`src/rtl/rmvig_pkg.sv`:
```
// Shared types and constants for the ring mesh vertex and index generator.
`timescale 1ns / 1ps
package rmvig_pkg;

	localparam int CORDIC_STEPS_DEF = 16;
	localparam int ATAN_LEN         = 24;
	localparam int MAX_VERTICES     = 65535;
	localparam int FIFO_DEPTH       = 4;
	localparam int FIFO_PTR_W       = $clog2(FIFO_DEPTH);

	localparam int THETA_NUM_W = 37;
	localparam int RAD_NUM_W   = 41;
	localparam int TEX_NUM_W   = 56;
	localparam int DIV_Q_W     = 24;
	localparam int TEX_Q_W     = 32;

	localparam logic [36:0] Q30_TWO_PI     = 37'd6746518852;
	localparam logic [32:0] Q30_PI         = 33'd3373259426;
	localparam logic [32:0] Q30_HALF_PI    = 33'd1686629713;
	localparam logic [32:0] Q30_FOLD_LIMIT = 33'd5059889139;
	localparam logic signed [32:0] Q30_GAIN_INV = 33'sd652032875;

	localparam logic [29:0] ATAN_Q30 [ATAN_LEN] = '{
		30'd843314857, 30'd497837830, 30'd263043837, 30'd133525159, 30'd67021687,
		30'd33543516, 30'd16775851, 30'd8388437, 30'd4194283, 30'd2097149,
		30'd1048576, 30'd524288, 30'd262144, 30'd131072, 30'd65536, 30'd32768,
		30'd16384, 30'd8192, 30'd4096, 30'd2048, 30'd1024, 30'd512, 30'd256, 30'd128
	};

	typedef enum logic [2:0] {
		ST_OK,
		ST_FEW_ANG,
		ST_FEW_RAD,
		ST_RADII,
		ST_TOO_MANY,
		ST_OUT_GRID
	} status_t;

	typedef enum logic [2:0] {
		REG_INNER,
		REG_OUTER,
		REG_ANG_SEG,
		REG_RAD_SEG,
		REG_START,
		REG_SWEEP
	} reg_idx_t;

	typedef struct packed {
		logic [23:0]        inner;
		logic [23:0]        outer;
		logic [15:0]        ang_seg;
		logic [15:0]        rad_seg;
		logic signed [20:0] start;
		logic signed [20:0] sweep;
	} cfg_t;

	typedef struct packed {
		logic        vld;
		status_t     status;
		logic        cell_ok;
		logic [15:0] idx_a;
	} side_t;

	typedef struct packed {
		side_t                  side;
		logic                   theta_neg;
		logic [THETA_NUM_W-1:0] theta_num;
		logic [RAD_NUM_W-1:0]   rad_num;
	} item_t;

endpackage

```
`src/rtl/rmvig_front.sv`:
```
// Front end: accept grid steps, check settings, form divider numerators and corner index.
`timescale 1ns / 1ps
module rmvig_front import rmvig_pkg::*; (
	input  logic        clk,
	input  logic        arst_n,
	input  cfg_t        cfg,
	input  logic        in_valid,
	output logic        in_ready,
	input  logic [15:0] angular_step,
	input  logic [15:0] radial_step,
	input  logic        full,
	output logic        push,
	output item_t       item
);

	logic        v_s1;
	logic [15:0] i_s1;
	logic [15:0] j_s1;
	logic [33:0] nverts;
	logic [20:0] sweep_mag;
	logic [23:0] diff;
	logic [32:0] idx_w;
	status_t     st;

	assign in_ready = !v_s1 || !full;
	assign push     = v_s1 && !full;

	always_ff @(posedge clk or negedge arst_n) begin
		if (!arst_n) begin
			v_s1 <= 1'b0;
		end else if (in_ready) begin
			v_s1 <= in_valid;
		end
	end

	always_ff @(posedge clk) begin
		if (in_ready && in_valid) begin
			i_s1 <= angular_step;
			j_s1 <= radial_step;
		end
	end

	always_comb begin
		nverts = ({1'b0, cfg.ang_seg} + 17'd1) * ({1'b0, cfg.rad_seg} + 17'd1);
		if (cfg.ang_seg < 16'd3) st = ST_FEW_ANG;
		else if (cfg.rad_seg < 16'd1) st = ST_FEW_RAD;
		else if (cfg.inner >= cfg.outer) st = ST_RADII;
		else if (nverts > 34'(MAX_VERTICES)) st = ST_TOO_MANY;
		else if (i_s1 > cfg.ang_seg || j_s1 > cfg.rad_seg) st = ST_OUT_GRID;
		else st = ST_OK;

		sweep_mag = cfg.sweep[20] ? 21'(-cfg.sweep) : 21'(cfg.sweep);
		diff      = cfg.outer - cfg.inner;
		idx_w     = 33'(i_s1 * ({1'b0, cfg.rad_seg} + 17'd1)) + 33'(j_s1);

		item.side.vld     = 1'b1;
		item.side.status  = st;
		item.side.cell_ok = (st == ST_OK) && (i_s1 < cfg.ang_seg) && (j_s1 < cfg.rad_seg);
		item.side.idx_a   = idx_w[15:0];
		item.theta_neg    = cfg.sweep[20];
		item.theta_num    = THETA_NUM_W'(i_s1 * sweep_mag) + THETA_NUM_W'(cfg.ang_seg >> 1);
		item.rad_num      = RAD_NUM_W'(j_s1 * diff) + RAD_NUM_W'(cfg.rad_seg >> 1);
	end

endmodule

```
`config.mk`:
```
export PLATFORM = sky130hd
export DESIGN_NAME = rmvig_front
export DESIGN_NICKNAME = d
export VERILOG_FILES = /design/src/rtl/rmvig_pkg.sv /design/src/rtl/rmvig_front.sv
export SDC_FILE = /design/constraint.sdc
export NUM_CORES = 2
export LEC_CHECK = 0
export ABC_AREA = 1
export BUFFER_PORTS_ARGS = -buffer_cell sky130_fd_sc_hd__buf_2
export CAP_MARGIN = 5
export CELL_PAD_IN_SITES_DETAIL_PLACEMENT = 0
export CELL_PAD_IN_SITES_GLOBAL_PLACEMENT = 1
export CORE_ASPECT_RATIO = 1.4
export CORE_MARGIN = 3
export CORE_UTILIZATION = 25
export CTS_BUF_LIST = sky130_fd_sc_hd__clkbuf_8
export DETAILED_ROUTE_END_ITERATION = 16
export PLACE_DENSITY_LB_ADDON = 0.25
export SYNTH_ARGS = -nofsm -noshare
export SYNTH_HDL_FRONTEND = slang
export SYNTH_SLANG_ARGS = --single-unit
```
`constraint.sdc`:
```
create_clock -name clk -period 13 [get_ports clk]
set_input_delay 1.3 -clock clk [delete_from_list [all_inputs] [get_ports clk]]
set_output_delay 1.3 -clock clk [all_outputs]
set_load 0.01 [all_outputs]
```
==> run_results.csv <==
group,metric,value,unit
logic_synthesis,synth.avg_cell_area,7.57,sq um
global_route,grt_util_met2,0.351,
critical_path,critPathCaptureType,"output pin",
clock_tree,root_buffer,"clkbuf_8",
logic_synthesis,synthCells,5675,
logic_synthesis,netlist_area,43000,sq um
drt,vias,36188,
global_route,grt_use_met3,0.0252,
run_status,run_status,"complete, no violations",
critical_path,crit_path_start_kind,"primary input",
clock_tree,cts_max_path_buffers,2,
logic_synthesis,synth_edf_count,32,
critical_path,cp_max_fo,14,
global_route,grt_overflow,0,
sta,finalSetupTns,0,ns
sta,rsz0062_at_grt,"no",
clock_tree,numCtsBuffers,5,
final_layout,fin_util,0.275,
die,initial_core_util,0.252,
die,die_w,356,um
global_route,grtUsageMet1,0.211,
global_route,grt_max_degree,33,
logic_synthesis,yosysWarningCount,0,
die,rows,179,
critical_path,critPathKind,"in2out",
sta,timing.fmax,89.0,MHz
placed_design,place.gp.congestion,0.867,
sta,worst_pin_slew,1.19,ns
die,fp.dieH,497,um
placed_design,portBuffers,237,
global_route,antenna_found_initial,18,
sta,hold_viol_final,0,
die,coreArea,170000,sq um
die,die_area,177000,sq um
logic_synthesis,netlist_top_cells_area,"fa_1 (43%), ha_1 (14%), inv_1 (13%)",
logic_synthesis,synth-seq-cells,33,
global_route,grt_pass1_vias,39422,
logic_synthesis,synth_top_area_frac,0.429,
sta,finalCritPeriodShare,0.864,
critical_path,worstPathArrival,9.93,ns
final_layout,final_cells,8088,
final_layout,drive_above_1_share,0.0671,
clock_tree,cts_resized,0,
drt,drt_drc_violations_left,0,
drt,ant_nets,0,
global_route,grt_pass1_wl,242000,um
critical_path,path_common_cell,"nand2_1",
placed_design,hpwlAfterDp,136000,um
clock_tree,cts_setup_buffers,0,
sta,max_slew_margin,0.207,
logic_synthesis,synth_seq_area_share,0.0229,
drt,drt_iter0_drc,1663,
critical_path,cp_slowest_cell,"fa_1",
sta,final-max-slew-violation-count,0,
critical_path,reg2reg_slack,11.59,ns
global_route,track_usage,0.183,
final_layout,area_growth,9.19,%
critical_path,crit_required,11.70,ns
logic_synthesis,synth_ff_type,"edfxtp_1",
global_route,grt_busiest_layer,"met2",
die,io_pins,260,
clock_tree,cts_tree,"done",
drt,avgViaCountPerCell,4.47,
logic_synthesis,yosysMostFrequentCell,"inv_1",
clock_tree,insertion_delay,0.34,ns
final_layout,n_fill_cell,19021,
sta,skew,0.00824,ns
final_layout,nets,7353,
drt,routed_wl,161000,um
clock_tree,postCtsHoldBufs,0,
drt,wl_per_cell,19.9,um
clock_tree,cts_sinks,33,
sta,period_minus_slack,11.23,ns
logic_synthesis,synth_cell_types,54,
sta,fin_hold_ws,0.581,ns
logic_synthesis,synth.largest_area_cell,"fa_1",
clock_tree,clk_pin_slew,0.08,ns
placed_design,post-place-cells,8066,
logic_synthesis,async_flop_share,0.0303,
critical_path,cpPeakStageDelay,0.63,ns
drt,dr.pass1.iters,5,
sta,finalSetupViolCount,0,
logic_synthesis,syn_nets,7217,
run,cap_violations,0,
worst_hold_path,min_path_type,"reg2reg",
clock_tree,htreeDepth,2,
logic_synthesis,ys_top_cells_by_count,"inv_1 (1531), nand2_1 (1278), fa_1 (920)",
cell families after synthesis:
group                    count (synthesis)  synth area share
AO/OA/AOI/OAI                          313            0.0411
XOR/XNOR                               107            0.0218
adder cells (fa/ha/maj)               1384             0.564
buffers and inverters                 1721             0.152
flip-flops                              33            0.0229
other                                    1         0.0000873
AND/OR/NAND/NOR                       2116             0.199
layout by cell type (no fill, tap or decap), drive strengths merged, types with 13 or more instances in the layout:
cell,netlist,final
a21oi,153,153
a31oi,19,19
buf,25,298
clkinv,11,13
diode,0,14
edfxtp,32,32
fa,920,920
ha,464,464
inv,1541,1542
nand2,1284,1284
nand3,149,149
nand4,29,29
nor2,556,556
nor3,35,35
o21ai,84,84
or2,43,43
xnor2,36,36
xor2,71,71
through the flow:
step / instance area, sq um / setup WS, ns
final: 46900 / 1.77
after global routing: 46900 / 1.02
after CTS: 46900 / 1.60
after detailed placement: 46800 / 1.61
after global placement: 46800 / 1.58
after floorplan: 43000 / 3.73
cell type report:
type	instances	area, sq um	area share
diodes	14	35.0	0.000747
clock buffers	5	68.8	0.00147
clock inverters	3	13.8	0.000293
inverters	1552	5830	0.124
multi-input cells	3921	35500	0.757
flip-flops and latches	33	986	0.0210
well taps	2262	2830	0.0603
repair buffers	298	1640	0.0350
worst max-delay path, delay by kind of cell:
| kind | cells | cell delay [ns] |
|---|---|---|
| AOI/OAI and AO/OA | 1 | 0.18 |
| adders and majority gates | 7 | 3.61 |
| buffers and inverters | 8 | 1.53 |
| and+or+nand+nor | 19 | 3.28 |
routing by layer:
metal | share of wire | wire length (um)
met5 | 0.00066 | 107
met4 | 0.033 | 5260
met3 | 0.050 | 8020
met2 | 0.53 | 85400
met1 | 0.39 | 62500
flip-flops by register name, indices dropped and copies added (netlist names):
register and cells:
i_s1 16, j_s1 16, v_s1 1
path summary, 6_finish.rpt:
check	start	to	cells past startpoint
worst max-delay path	cfg[58]	item[95]	35
worst max register to register	v_s1$_DFFE_PN0N_	j_s1[12]$_DFFE_PP_	2
worst min-delay path	v_s1$_DFFE_PN0N_	v_s1$_DFFE_PN0N_	2
max in group asynchronous	arst_n	v_s1$_DFFE_PN0N_	1
worst min register to register	v_s1$_DFFE_PN0N_	v_s1$_DFFE_PN0N_	2
min in group asynchronous	arst_n	v_s1$_DFFE_PN0N_	1
Power is left out: the tool's default activity adds up to more than one toggle a clock period on the data nets, which glitch-free logic cannot reach.
