==> config.mk <==
export PLATFORM = sky130hd
export DESIGN_NAME = rmvig_fifo
export DESIGN_NICKNAME = d
export VERILOG_FILES = /design/src/rtl/rmvig_pkg.sv /design/src/rtl/rmvig_fifo.sv
export SDC_FILE = /design/constraint.sdc
export NUM_CORES = 1
export LEC_CHECK = 0
export BUFFER_PORTS_ARGS = -buffer_cell sky130_fd_sc_hd__buf_4
export CORE_ASPECT_RATIO = 0.8
export CORE_UTILIZATION = 59
export CTS_BUF_LIST = sky130_fd_sc_hd__clkbuf_8
export CTS_CLUSTER_DIAMETER = 50
export DETAILED_ROUTE_END_ITERATION = 7
export PLACE_DENSITY = 0.82
export SYNTH_ARGS = -nofsm -noshare
export SYNTH_HDL_FRONTEND = slang
export SYNTH_SLANG_ARGS = --single-unit
==> constraint.sdc <==
create_clock -name clk -period 4.2 [get_ports clk]
set_clock_uncertainty 0.2 [all_clocks]
set_input_delay 0.42 -clock clk [delete_from_list [all_inputs] [get_ports clk]]
set_output_delay 0.42 -clock clk [all_outputs]
set_load 0.02 [all_outputs]
==> src/rtl/rmvig_pkg.sv <==
// Shared types and constants for the ring mesh vertex and index generator.
`timescale 1ns / 1ps
package rmvig_pkg;

	localparam int CORDIC_STEPS_DEF = 16;
	localparam int ATAN_LEN         = 24;
	localparam int MAX_VERTICES     = 65535;
	localparam int FIFO_DEPTH       = 4;
	localparam int FIFO_PTR_W       = $clog2(FIFO_DEPTH);

	localparam int THETA_NUM_W = 37;
	localparam int RAD_NUM_W   = 41;
	localparam int TEX_NUM_W   = 56;
	localparam int DIV_Q_W     = 24;
	localparam int TEX_Q_W     = 32;

	localparam logic [36:0] Q30_TWO_PI     = 37'd6746518852;
	localparam logic [32:0] Q30_PI         = 33'd3373259426;
	localparam logic [32:0] Q30_HALF_PI    = 33'd1686629713;
	localparam logic [32:0] Q30_FOLD_LIMIT = 33'd5059889139;
	localparam logic signed [32:0] Q30_GAIN_INV = 33'sd652032875;

	localparam logic [29:0] ATAN_Q30 [ATAN_LEN] = '{
		30'd843314857, 30'd497837830, 30'd263043837, 30'd133525159, 30'd67021687,
		30'd33543516, 30'd16775851, 30'd8388437, 30'd4194283, 30'd2097149,
		30'd1048576, 30'd524288, 30'd262144, 30'd131072, 30'd65536, 30'd32768,
		30'd16384, 30'd8192, 30'd4096, 30'd2048, 30'd1024, 30'd512, 30'd256, 30'd128
	};

	typedef enum logic [2:0] {
		ST_OK,
		ST_FEW_ANG,
		ST_FEW_RAD,
		ST_RADII,
		ST_TOO_MANY,
		ST_OUT_GRID
	} status_t;

	typedef enum logic [2:0] {
		REG_INNER,
		REG_OUTER,
		REG_ANG_SEG,
		REG_RAD_SEG,
		REG_START,
		REG_SWEEP
	} reg_idx_t;

	typedef struct packed {
		logic [23:0]        inner;
		logic [23:0]        outer;
		logic [15:0]        ang_seg;
		logic [15:0]        rad_seg;
		logic signed [20:0] start;
		logic signed [20:0] sweep;
	} cfg_t;

	typedef struct packed {
		logic        vld;
		status_t     status;
		logic        cell_ok;
		logic [15:0] idx_a;
	} side_t;

	typedef struct packed {
		side_t                  side;
		logic                   theta_neg;
		logic [THETA_NUM_W-1:0] theta_num;
		logic [RAD_NUM_W-1:0]   rad_num;
	} item_t;

endpackage

==> src/rtl/rmvig_fifo.sv <==
// Short request queue between the front end and the vertex pipeline.
`timescale 1ns / 1ps
module rmvig_fifo import rmvig_pkg::*; (
	input  logic  clk,
	input  logic  arst_n,
	input  logic  push,
	input  item_t din,
	output logic  full,
	input  logic  pop,
	output item_t dout,
	output logic  empty
);

	item_t                mem_q [FIFO_DEPTH];
	logic [FIFO_PTR_W-1:0] wr_q;
	logic [FIFO_PTR_W-1:0] rd_q;
	logic [FIFO_PTR_W:0]   cnt_q;

	assign full  = cnt_q == (FIFO_PTR_W+1)'(FIFO_DEPTH);
	assign empty = cnt_q == '0;
	assign dout  = mem_q[rd_q];

	always_ff @(posedge clk) begin
		if (push) mem_q[wr_q] <= din;
	end

	always_ff @(posedge clk or negedge arst_n) begin
		if (!arst_n) begin
			wr_q  <= '0;
			rd_q  <= '0;
			cnt_q <= '0;
		end else begin
			if (push) wr_q <= wr_q + 1'b1;
			if (pop) rd_q <= rd_q + 1'b1;
			case ({push, pop})
				2'b10:   cnt_q <= cnt_q + 1'b1;
				2'b01:   cnt_q <= cnt_q - 1'b1;
				default: cnt_q <= cnt_q;
			endcase
		end
	end

endmodule

==> results of run 1 <==
==> state kept, by name (all words and copies together) (netlist names) <==
name	flops
mem_q	400
cnt_q	3
rd_q	2
wr_q	2
==> metal layers <==
metal  global-route usage [%]  up-vias  part of all wire (%)
li1                         -     3118                     -
met1                     30.5     3724                    40
met2                     37.8      314                    50
met3                     6.96       48                   8.8
met4                     5.84        0                   1.6
met5                        0        -                     0
==> synth_stat cells <==
cell type and number:
nor3_1 1, nand2_1 3, dfrtp_1 7, and3_1 1, buf_4 2, nor2_1 1
o21ai_0 2, mux4_2 100, ha_1 5, clkbuf_1 1, and2_1 4, inv_1 6
xnor2_1 2, fa_1 1, edfxtp_1 400, buf_6 9, xor2_1 4, buf_2 10
==> critical path, cell delays in order (launching register included) <==
cell and delay (ns):
dfrtp_4 1.07, buf_4 0.39, mux4_2 0.57, buf_4 0.18
==> worst min-delay path by stage <==
stage / from / end / slack [ns]
final: cnt_q[2]$_DFFE_PN0P_ / cnt_q[2]$_DFFE_PN0P_ / 0.33
after global routing: cnt_q[2]$_DFFE_PN0P_ / cnt_q[2]$_DFFE_PN0P_ / 0.34
after CTS: cnt_q[0]$_DFFE_PN0P_ / cnt_q[0]$_DFFE_PN0P_ / 0.32
after detailed placement: arst_n / rd_q[1]$_DFFE_PN0P_ / 0.04
after global placement: arst_n / rd_q[1]$_DFFE_PN0P_ / 0.03
after floorplan: arst_n / cnt_q[0]$_DFFE_PN0P_ / -0.08
==> power breakdown <==
group / internal [mW] / total, mW / switching [mW]
logic: 2.05 / 4.32 / 2.27
clock network: 1.37 / 2.79 / 1.42
registers: 5.32 / 5.73 / 0.419
total: 8.73 / 12.8 / 4.11
==> final cells by class <==
class / instances / area (sq um)
fillers: 1258 / 5670
flip-flops and latches: 407 / 12200
multi-input cells: 124 / 2460
clock inverters: 43 / 211
well taps: 318 / 398
inverters: 6 / 22.5
repair buffers: 318 / 2740
clock buffers: 59 / 812
==> logic make-up after synthesis <==
logic type | after synthesis
DFF | 407
muxes | 100
buffers and inverters | 28
and+or+nand+nor | 10
xor gates and xnor gates | 6
adders and majority gates | 6
AOI/OAI and AO/OA | 2
==> metrics list, run 1 <==
* First-pass GRT wire length: about 43 mm
* Outcome: complete, but fails checks
- Worst setup startpoint: rd_q[0]$_DFFE_PN0P_
- The checks that failed: DRC.
- Counting tap cells, the placed design contains a total of 1,069 instances.
- The hold violation total from the final report is 0.
- Power density cells: 682 nW/um^2
* CTS-repair resized insts: 0
- Synthesis produced a netlist with a net count of ~670.
- Arrival time of data at the critical path endpoint: 2.82 ns
* Reported leakage power: roughly 6.6 nW
- Net count of the finished layout: a little over 1,000
- Measured in cells, the most critical reg-to-reg path has a length of 4.
- In this run the register-to-register setup slack is 1.84 ns.
* Type of the worst min-delay path: flop to flop
- Register area share after synthesis: 82.2%
- The worst register-to-register path begins at wr_q[0]$_DFFE_PN0P_.
- The initial antenna violation count was 0.
- Worst setup SP type: flop
- Setup violation total in the final timing report: 0
- Initial Utilization: 60.5%
- Across all hold checks on the routed design, the worst slack comes to about 0.33 ns.
* Final HPWL from detailed placement: 16.6 mm
- Summing the areas of all and, or, nand and nor instances in the mapped netlist gives 0.346% of the synthesized area.
- # DRC: 28
* CTS tree: yes
* Via count of the first global-routing pass: 7,765
- The pre-antenna-repair detailed-routing pass consisted of 7 iterations.
- The final max-slew violation count came to 0.
- The detail route stage leaves a number of antenna-violating nets equal to 0.
- Number of sinks handled by clock tree synthesis: 407
- The design draws 12.8 mW.
* Clock insertion delay at the later pin of the skew report: 0.58 ns
- Fraction of synthesized cell area taken by the top area cell type: 81.0%
- Maximum vdd drop: 0.508 mV
* Max_cap viols: 0
* Termination of the worst setup path: dout[89]
* Instance count along the most critical hold path: 1
- Adder-cell share of the synthesized area: 0.557%
- H-tree depth: 2
- Area fraction in compound gates after synthesis: 0.0675%
* Ranking of synthesized cells by area: edfxtp_1 (81%), mux4_2 (15%), dfrtp_1 (1.2%)
- Type of destination of the critical path: output pin
- Mux share of post-synthesis cell area: 15.2%
* Endpoint of the most critical register-to-register path: mem_q[2][47]$_DFFE_PP_
- Global Route Usage Sum: 23.0%
* Final core utilization: 76.9%
- The top cell types in the final layout, fill and taps aside, are edfxtp_1 (400), buf_4 (207), dlygate4sd3_1 (104).
* Worst setup slack before clock tree synthesis: 1.33 ns
- Setup Crit Path Kind: flop to output pin
- Leaving out fill and tap cells, the most frequent cell in the layout is edfxtp_1.
* Cell area after layout: 18,800 sq um
* Worst-margin pin slew: 0.991 ns
- Total congestion overflow: 0
* Post-route minimum period: about 3.4 ns
- The Yosys step of the flow raised 0 warnings.
* Clock transition at path regs: 0.07 ns
* Total of buffers placed on input and output ports: 205
* Final TNS setup: 0 ns
* Seq cells post-synth: 407
- Entering global routing, the biggest net connects 60 pins.
* Number of buffers added by the clock tree synthesis step: 57
- The floorplan has 51 rows.
- Detail-routed net length per standard cell: roughly 23 um
- Total wire length: 29.2 mm
- The congestion estimate from routability-driven global placement came to 0.764.
- Dpl cell area: 16,800 sq um
* Worst-path fanout max: 47
- Floorplan die width: between 150 and 200 um
- Summing every instance area after synthesis gives 14,800 sq um.
* Dominant cell type by area after synthesis: edfxtp_1
- Count of vias placed by the detailed router: 7,204
* Number of buffers on the longest clock path: 3
- Max Fclk: 291 MHz
- N_diodes: 0
* Buffers inserted by post-CTS timing repair: 0
- During I/O placement, the number of pins put on the boundary was 206.
- Using the TritonRoute via totals, the vias-per-cell ratio works out to 5.65.
* Post-cts hold buffer count: around 100
- Clock root cell: clkbuf_8
- Die H: roughly 140 um
* Worst Slack Setup Final: 0.763 ns
- Crit path required time: 3.58 ns
* Proportion of layout cells with a drive suffix above 1: 40.9%
* Layout area overhead: 27.0%
- Period Utilization, post-route: 81.8%
* Non-filler instance count after layout: approximately 1,300
- Number of distinct library cell variants in the gate-level netlist after synthesis: 18
* Die Area: 25,800 sq um
* 1st-iter DRT viols: 615
- Unrepaired setup endpoints after global routing: false
* Main combinational cell family by area after synthesis: multiplexers
- Tightest slew margin relative to the limit: between 30% and 40%
- After floorplanning, the core was sized to cover roughly 25,000 sq um.
- After Yosys synthesis, XOR and XNOR cells account for 0.354% of the synthesized area.
- In the synthesized netlist, the number of instances is 559.
- Average instance area after synthesis: approximately 27 sq um
Power figures use the tool's default switching activity.
==> run 2: changes to the inputs <==
--- a/config.mk
+++ b/config.mk
@@ -7,11 +7,11 @@
 export LEC_CHECK = 0
 export BUFFER_PORTS_ARGS = -buffer_cell sky130_fd_sc_hd__buf_4
 export CORE_ASPECT_RATIO = 0.8
-export CORE_UTILIZATION = 59
+export CORE_UTILIZATION = 53
 export CTS_BUF_LIST = sky130_fd_sc_hd__clkbuf_8
 export CTS_CLUSTER_DIAMETER = 50
 export DETAILED_ROUTE_END_ITERATION = 7
-export PLACE_DENSITY = 0.82
+export PLACE_DENSITY = 0.77
 export SYNTH_ARGS = -nofsm -noshare
 export SYNTH_HDL_FRONTEND = slang
 export SYNTH_SLANG_ARGS = --single-unit
==> constraint.sdc (replaced) <==
create_clock -name clk -period 2.9 [get_ports clk]
set_clock_uncertainty 0.2 [all_clocks]
set_input_delay 0.29 -clock clk [delete_from_list [all_inputs] [get_ports clk]]
set_output_delay 0.29 -clock clk [all_outputs]
set_load 0.02 [all_outputs]
==> run 2 against run 1 <==
  * The run now ends clean
  * Cell area grew 0.97%
  * Critical path depth is the same
  * Combinational power grew 50%
  * Total power grew 46%
  * Final cell count grew 4.4%
  * Clock power grew 51%
  * Flip-flop and latch count is the same
  * Register-to-register slack lost 0.96 ns
  * Largest cell class unchanged
  * Largest power group unchanged
==> metrics list, run 2 (same netlist as run 1, synthesis figures left out) <==
* Floorplan die width: 189 um (+5.4%)
- The area inside the core boundary came to 27,400 sq um (+12%).
- Number of sinks handled by clock tree synthesis: 407 (unchanged)
* Worst-path fanout max: 52 (+11%)
- The cell area after layout is 19,000 sq um (+0.97%).
* Buffers inserted by post-CTS timing repair: 0 (unchanged)
- Total wire length: 28.2 mm (-3.5%)
* Post-route minimum period: 2.74 ns
- Type of the worst min-delay path: primary input to flop
- The port buffer count came to 205 (unchanged).
- The worst setup path is of the flop to output pin kind.
* Die Area: 28,700 sq um (+11%)
* First-pass GRT wire length: 42.7 mm (-1.5%)
* Proportion of layout cells with a drive suffix above 1: 40.5% (-0.32 points)
* Master of the slowest instance on the critical path: dfrtp_4
- The number of diodes came to 0 (unchanged).
- Worst setup SP type: flop
- The detailed-placement wirelength estimate came to 16.1 mm (-3.2%).
- Type of destination of the critical path: output pin
* Worst Slack Setup Final: 0.156 ns (-0.607 ns)
* Number of buffers added by the clock tree synthesis step: 60 (+5.3%)
- Count of vias placed by the detailed router: 7,147 (-0.79%)
- Worst-margin pin slew: 0.504 ns (-0.487 ns)
* Number of detailed-routing iterations run before antenna repair: 4 (-3)
- Post-detailed-route count of antenna-violating nets: 0 (unchanged)
- The number of vias per cell after detailed routing came to 5.37 (-5.0%).
- The areal power density over the cells is 985 nW/um^2 (+44%).
- The flow ran to the end, and the final reports show no timing, DRC or antenna violations.
- The setup slack at placement was 0.750 ns (-0.581 ns).
* Reported leakage power: 6.68 nW (+1.1%)
* Post-cts hold buffer count: 104 (unchanged)
- Unrepaired setup endpoints after global routing: false
- Dpl cell area: 16,900 sq um (+0.64%)
- Ranked by flip-flop count, first place goes to mem_q.
* CTS tree: yes
* Net count of the finished layout: 1,032 (+0.78%)
- The maximum level of the CTS H-tree came to 2 (unchanged).
* Clock insertion delay at the later pin of the skew report: 0.58 ns (about the same)
* Detail-routed net length per standard cell: 21.2 um (-7.5%)
- Initial Utilization: 54.2% (-6.3 points)
* Maximum vdd drop: 0.860 mV (+69%)
* I/O pin cnt: 206 (unchanged)
- 1st-iter DRT viols: 419 (-32%)
- The final max-slew violation count was 0 (unchanged).
* Final weighted congestion in routability-driven placement: 0.749 (-1.9%)
* Clock transition at path regs: 0.06 ns (about the same)
- The via count of the first global-routing pass came to 7,805 (+0.52%).
- The headroom to the max-slew limit came to 66.4% (+32 points).
* Final core utilization: 69.5% (-7.4 points)
- CTS placed an instance of clkbuf_8 at the clock tree root.
- Period Utilization, post-route: 94.6%
* Die H: 152 um (+5.4%)
* Worst path cell trace: buf_12 -> mux4_2 -> buf_4
* Setup violation total in the final timing report: 0 (unchanged)
* Arrival time of data at the critical path endpoint: 2.25 ns (-0.57 ns)
- The total global-route track usage came to 20.0% (-3.1 points).
- Antenna violations before repair: 1 (+1)
- Final TNS setup: 0 ns (unchanged)
- Layout area overhead: 28.2%
- The data required time at the worst endpoint came to 2.41 ns (-1.17 ns).
- Max Fclk: approximately 360 MHz
* Hold slack: 0.246 ns (-0.0806 ns)
* Total congestion overflow: 0 (unchanged)
- The largest registers in the layout are mem_q: 400 flops, cnt_q: 3 flops.
- Minimum setup slack among reg-to-reg paths: 0.88 ns (-0.96 ns)
* Largest stage delay, worst path: 0.69 ns (-0.38 ns)
* Commonest non-fill, non-tap cells in the layout: edfxtp_1 (400), buf_4 (211), dlygate4sd3_1 (104)
- Most common cell after layout, fill and taps aside: edfxtp_1
- Number of core rows: 54 (+5.9%)
- # DRC: 0 (-100%)
* Number of buffers on the longest clock path: 3 (unchanged)
- The flip-flop count of the largest register, all copies and words added is 400 (unchanged).
* Max_cap viols: 0 (unchanged)
- CTS-repair resized insts: 0 (unchanged)
* Maximum number of pins on one net before global-route repair: 66 (+10%)
* Count of final hold-check violations: 0 (unchanged)
run 2: cell count changes in the layout (fill, tap and decap cells not counted), sizes merged:
cell and change:
inv +6, clkinv -4, buf +5, bufinv +2
clkbuf +1
run 2: layer usage:
metal  GRT usage, %  wire length (um)  up-vias
li1               -                 -     3138
met1           25.7             11200     3695
met2           34.0             14300      274
met3           5.39              2290       38
met4           5.52               395        2
met5              0                13        -
run 2: report_power, final:
group | total (mW) | switching, mW | internal, mW
sequential | 8.04 | 0.340 | 7.70
combinational | 6.49 | 3.50 | 2.99
clock | 4.20 | 2.01 | 2.19
total | 18.7 | 5.85 | 12.9
run 2: cell type report:
| type | instances | area [sq um] |
|---|---|---|
| Sequential cell | 407 | 12200 |
| Fill cell | 1642 | 8350 |
| Timing Repair Buffer | 323 | 2790 |
| Multi-Input combinational cell | 124 | 2460 |
| Clock buffer | 60 | 826 |
| Tap cell | 364 | 455 |
| Clock inverter | 47 | 273 |
| Inverter | 6 | 22.5 |
run 2: critical path, delay by kind of cell, from the launching register on:
| family | cells | cell delay [ns] |
|---|---|---|
| mux | 1 | 0.40 |
| buf+inv | 2 | 0.55 |
| flops | 1 | 0.69 |
run 2: worst paths after layout:
check                                     start                endpoint  depth (start not counted)
max in group asynchronous                arst_n     rd_q[0]$_DFFE_PN0P_                          3
setup / recovery            rd_q[1]$_DFFE_PN0P_                dout[35]                          3
setup reg to reg            wr_q[0]$_DFFE_PN0P_  mem_q[3][58]$_DFFE_PP_                          3
hold reg to reg            cnt_q[0]$_DFFE_PN0P_    cnt_q[0]$_DFFE_PN0P_                          1
hold / removal                           din[7]   mem_q[1][7]$_DFFE_PP_                          2
min in group asynchronous                arst_n    cnt_q[1]$_DFFE_PN0P_                          3
run 2: per-stage QoR:
step           cells  power [mW]
3_3_place_gp    1120        14.4
5_1_grt         1331        19.6
6_report        1331        18.7
3_5_place_dp    1120        14.6
2_1_floorplan    559        12.2
4_1_cts         1331        18.9
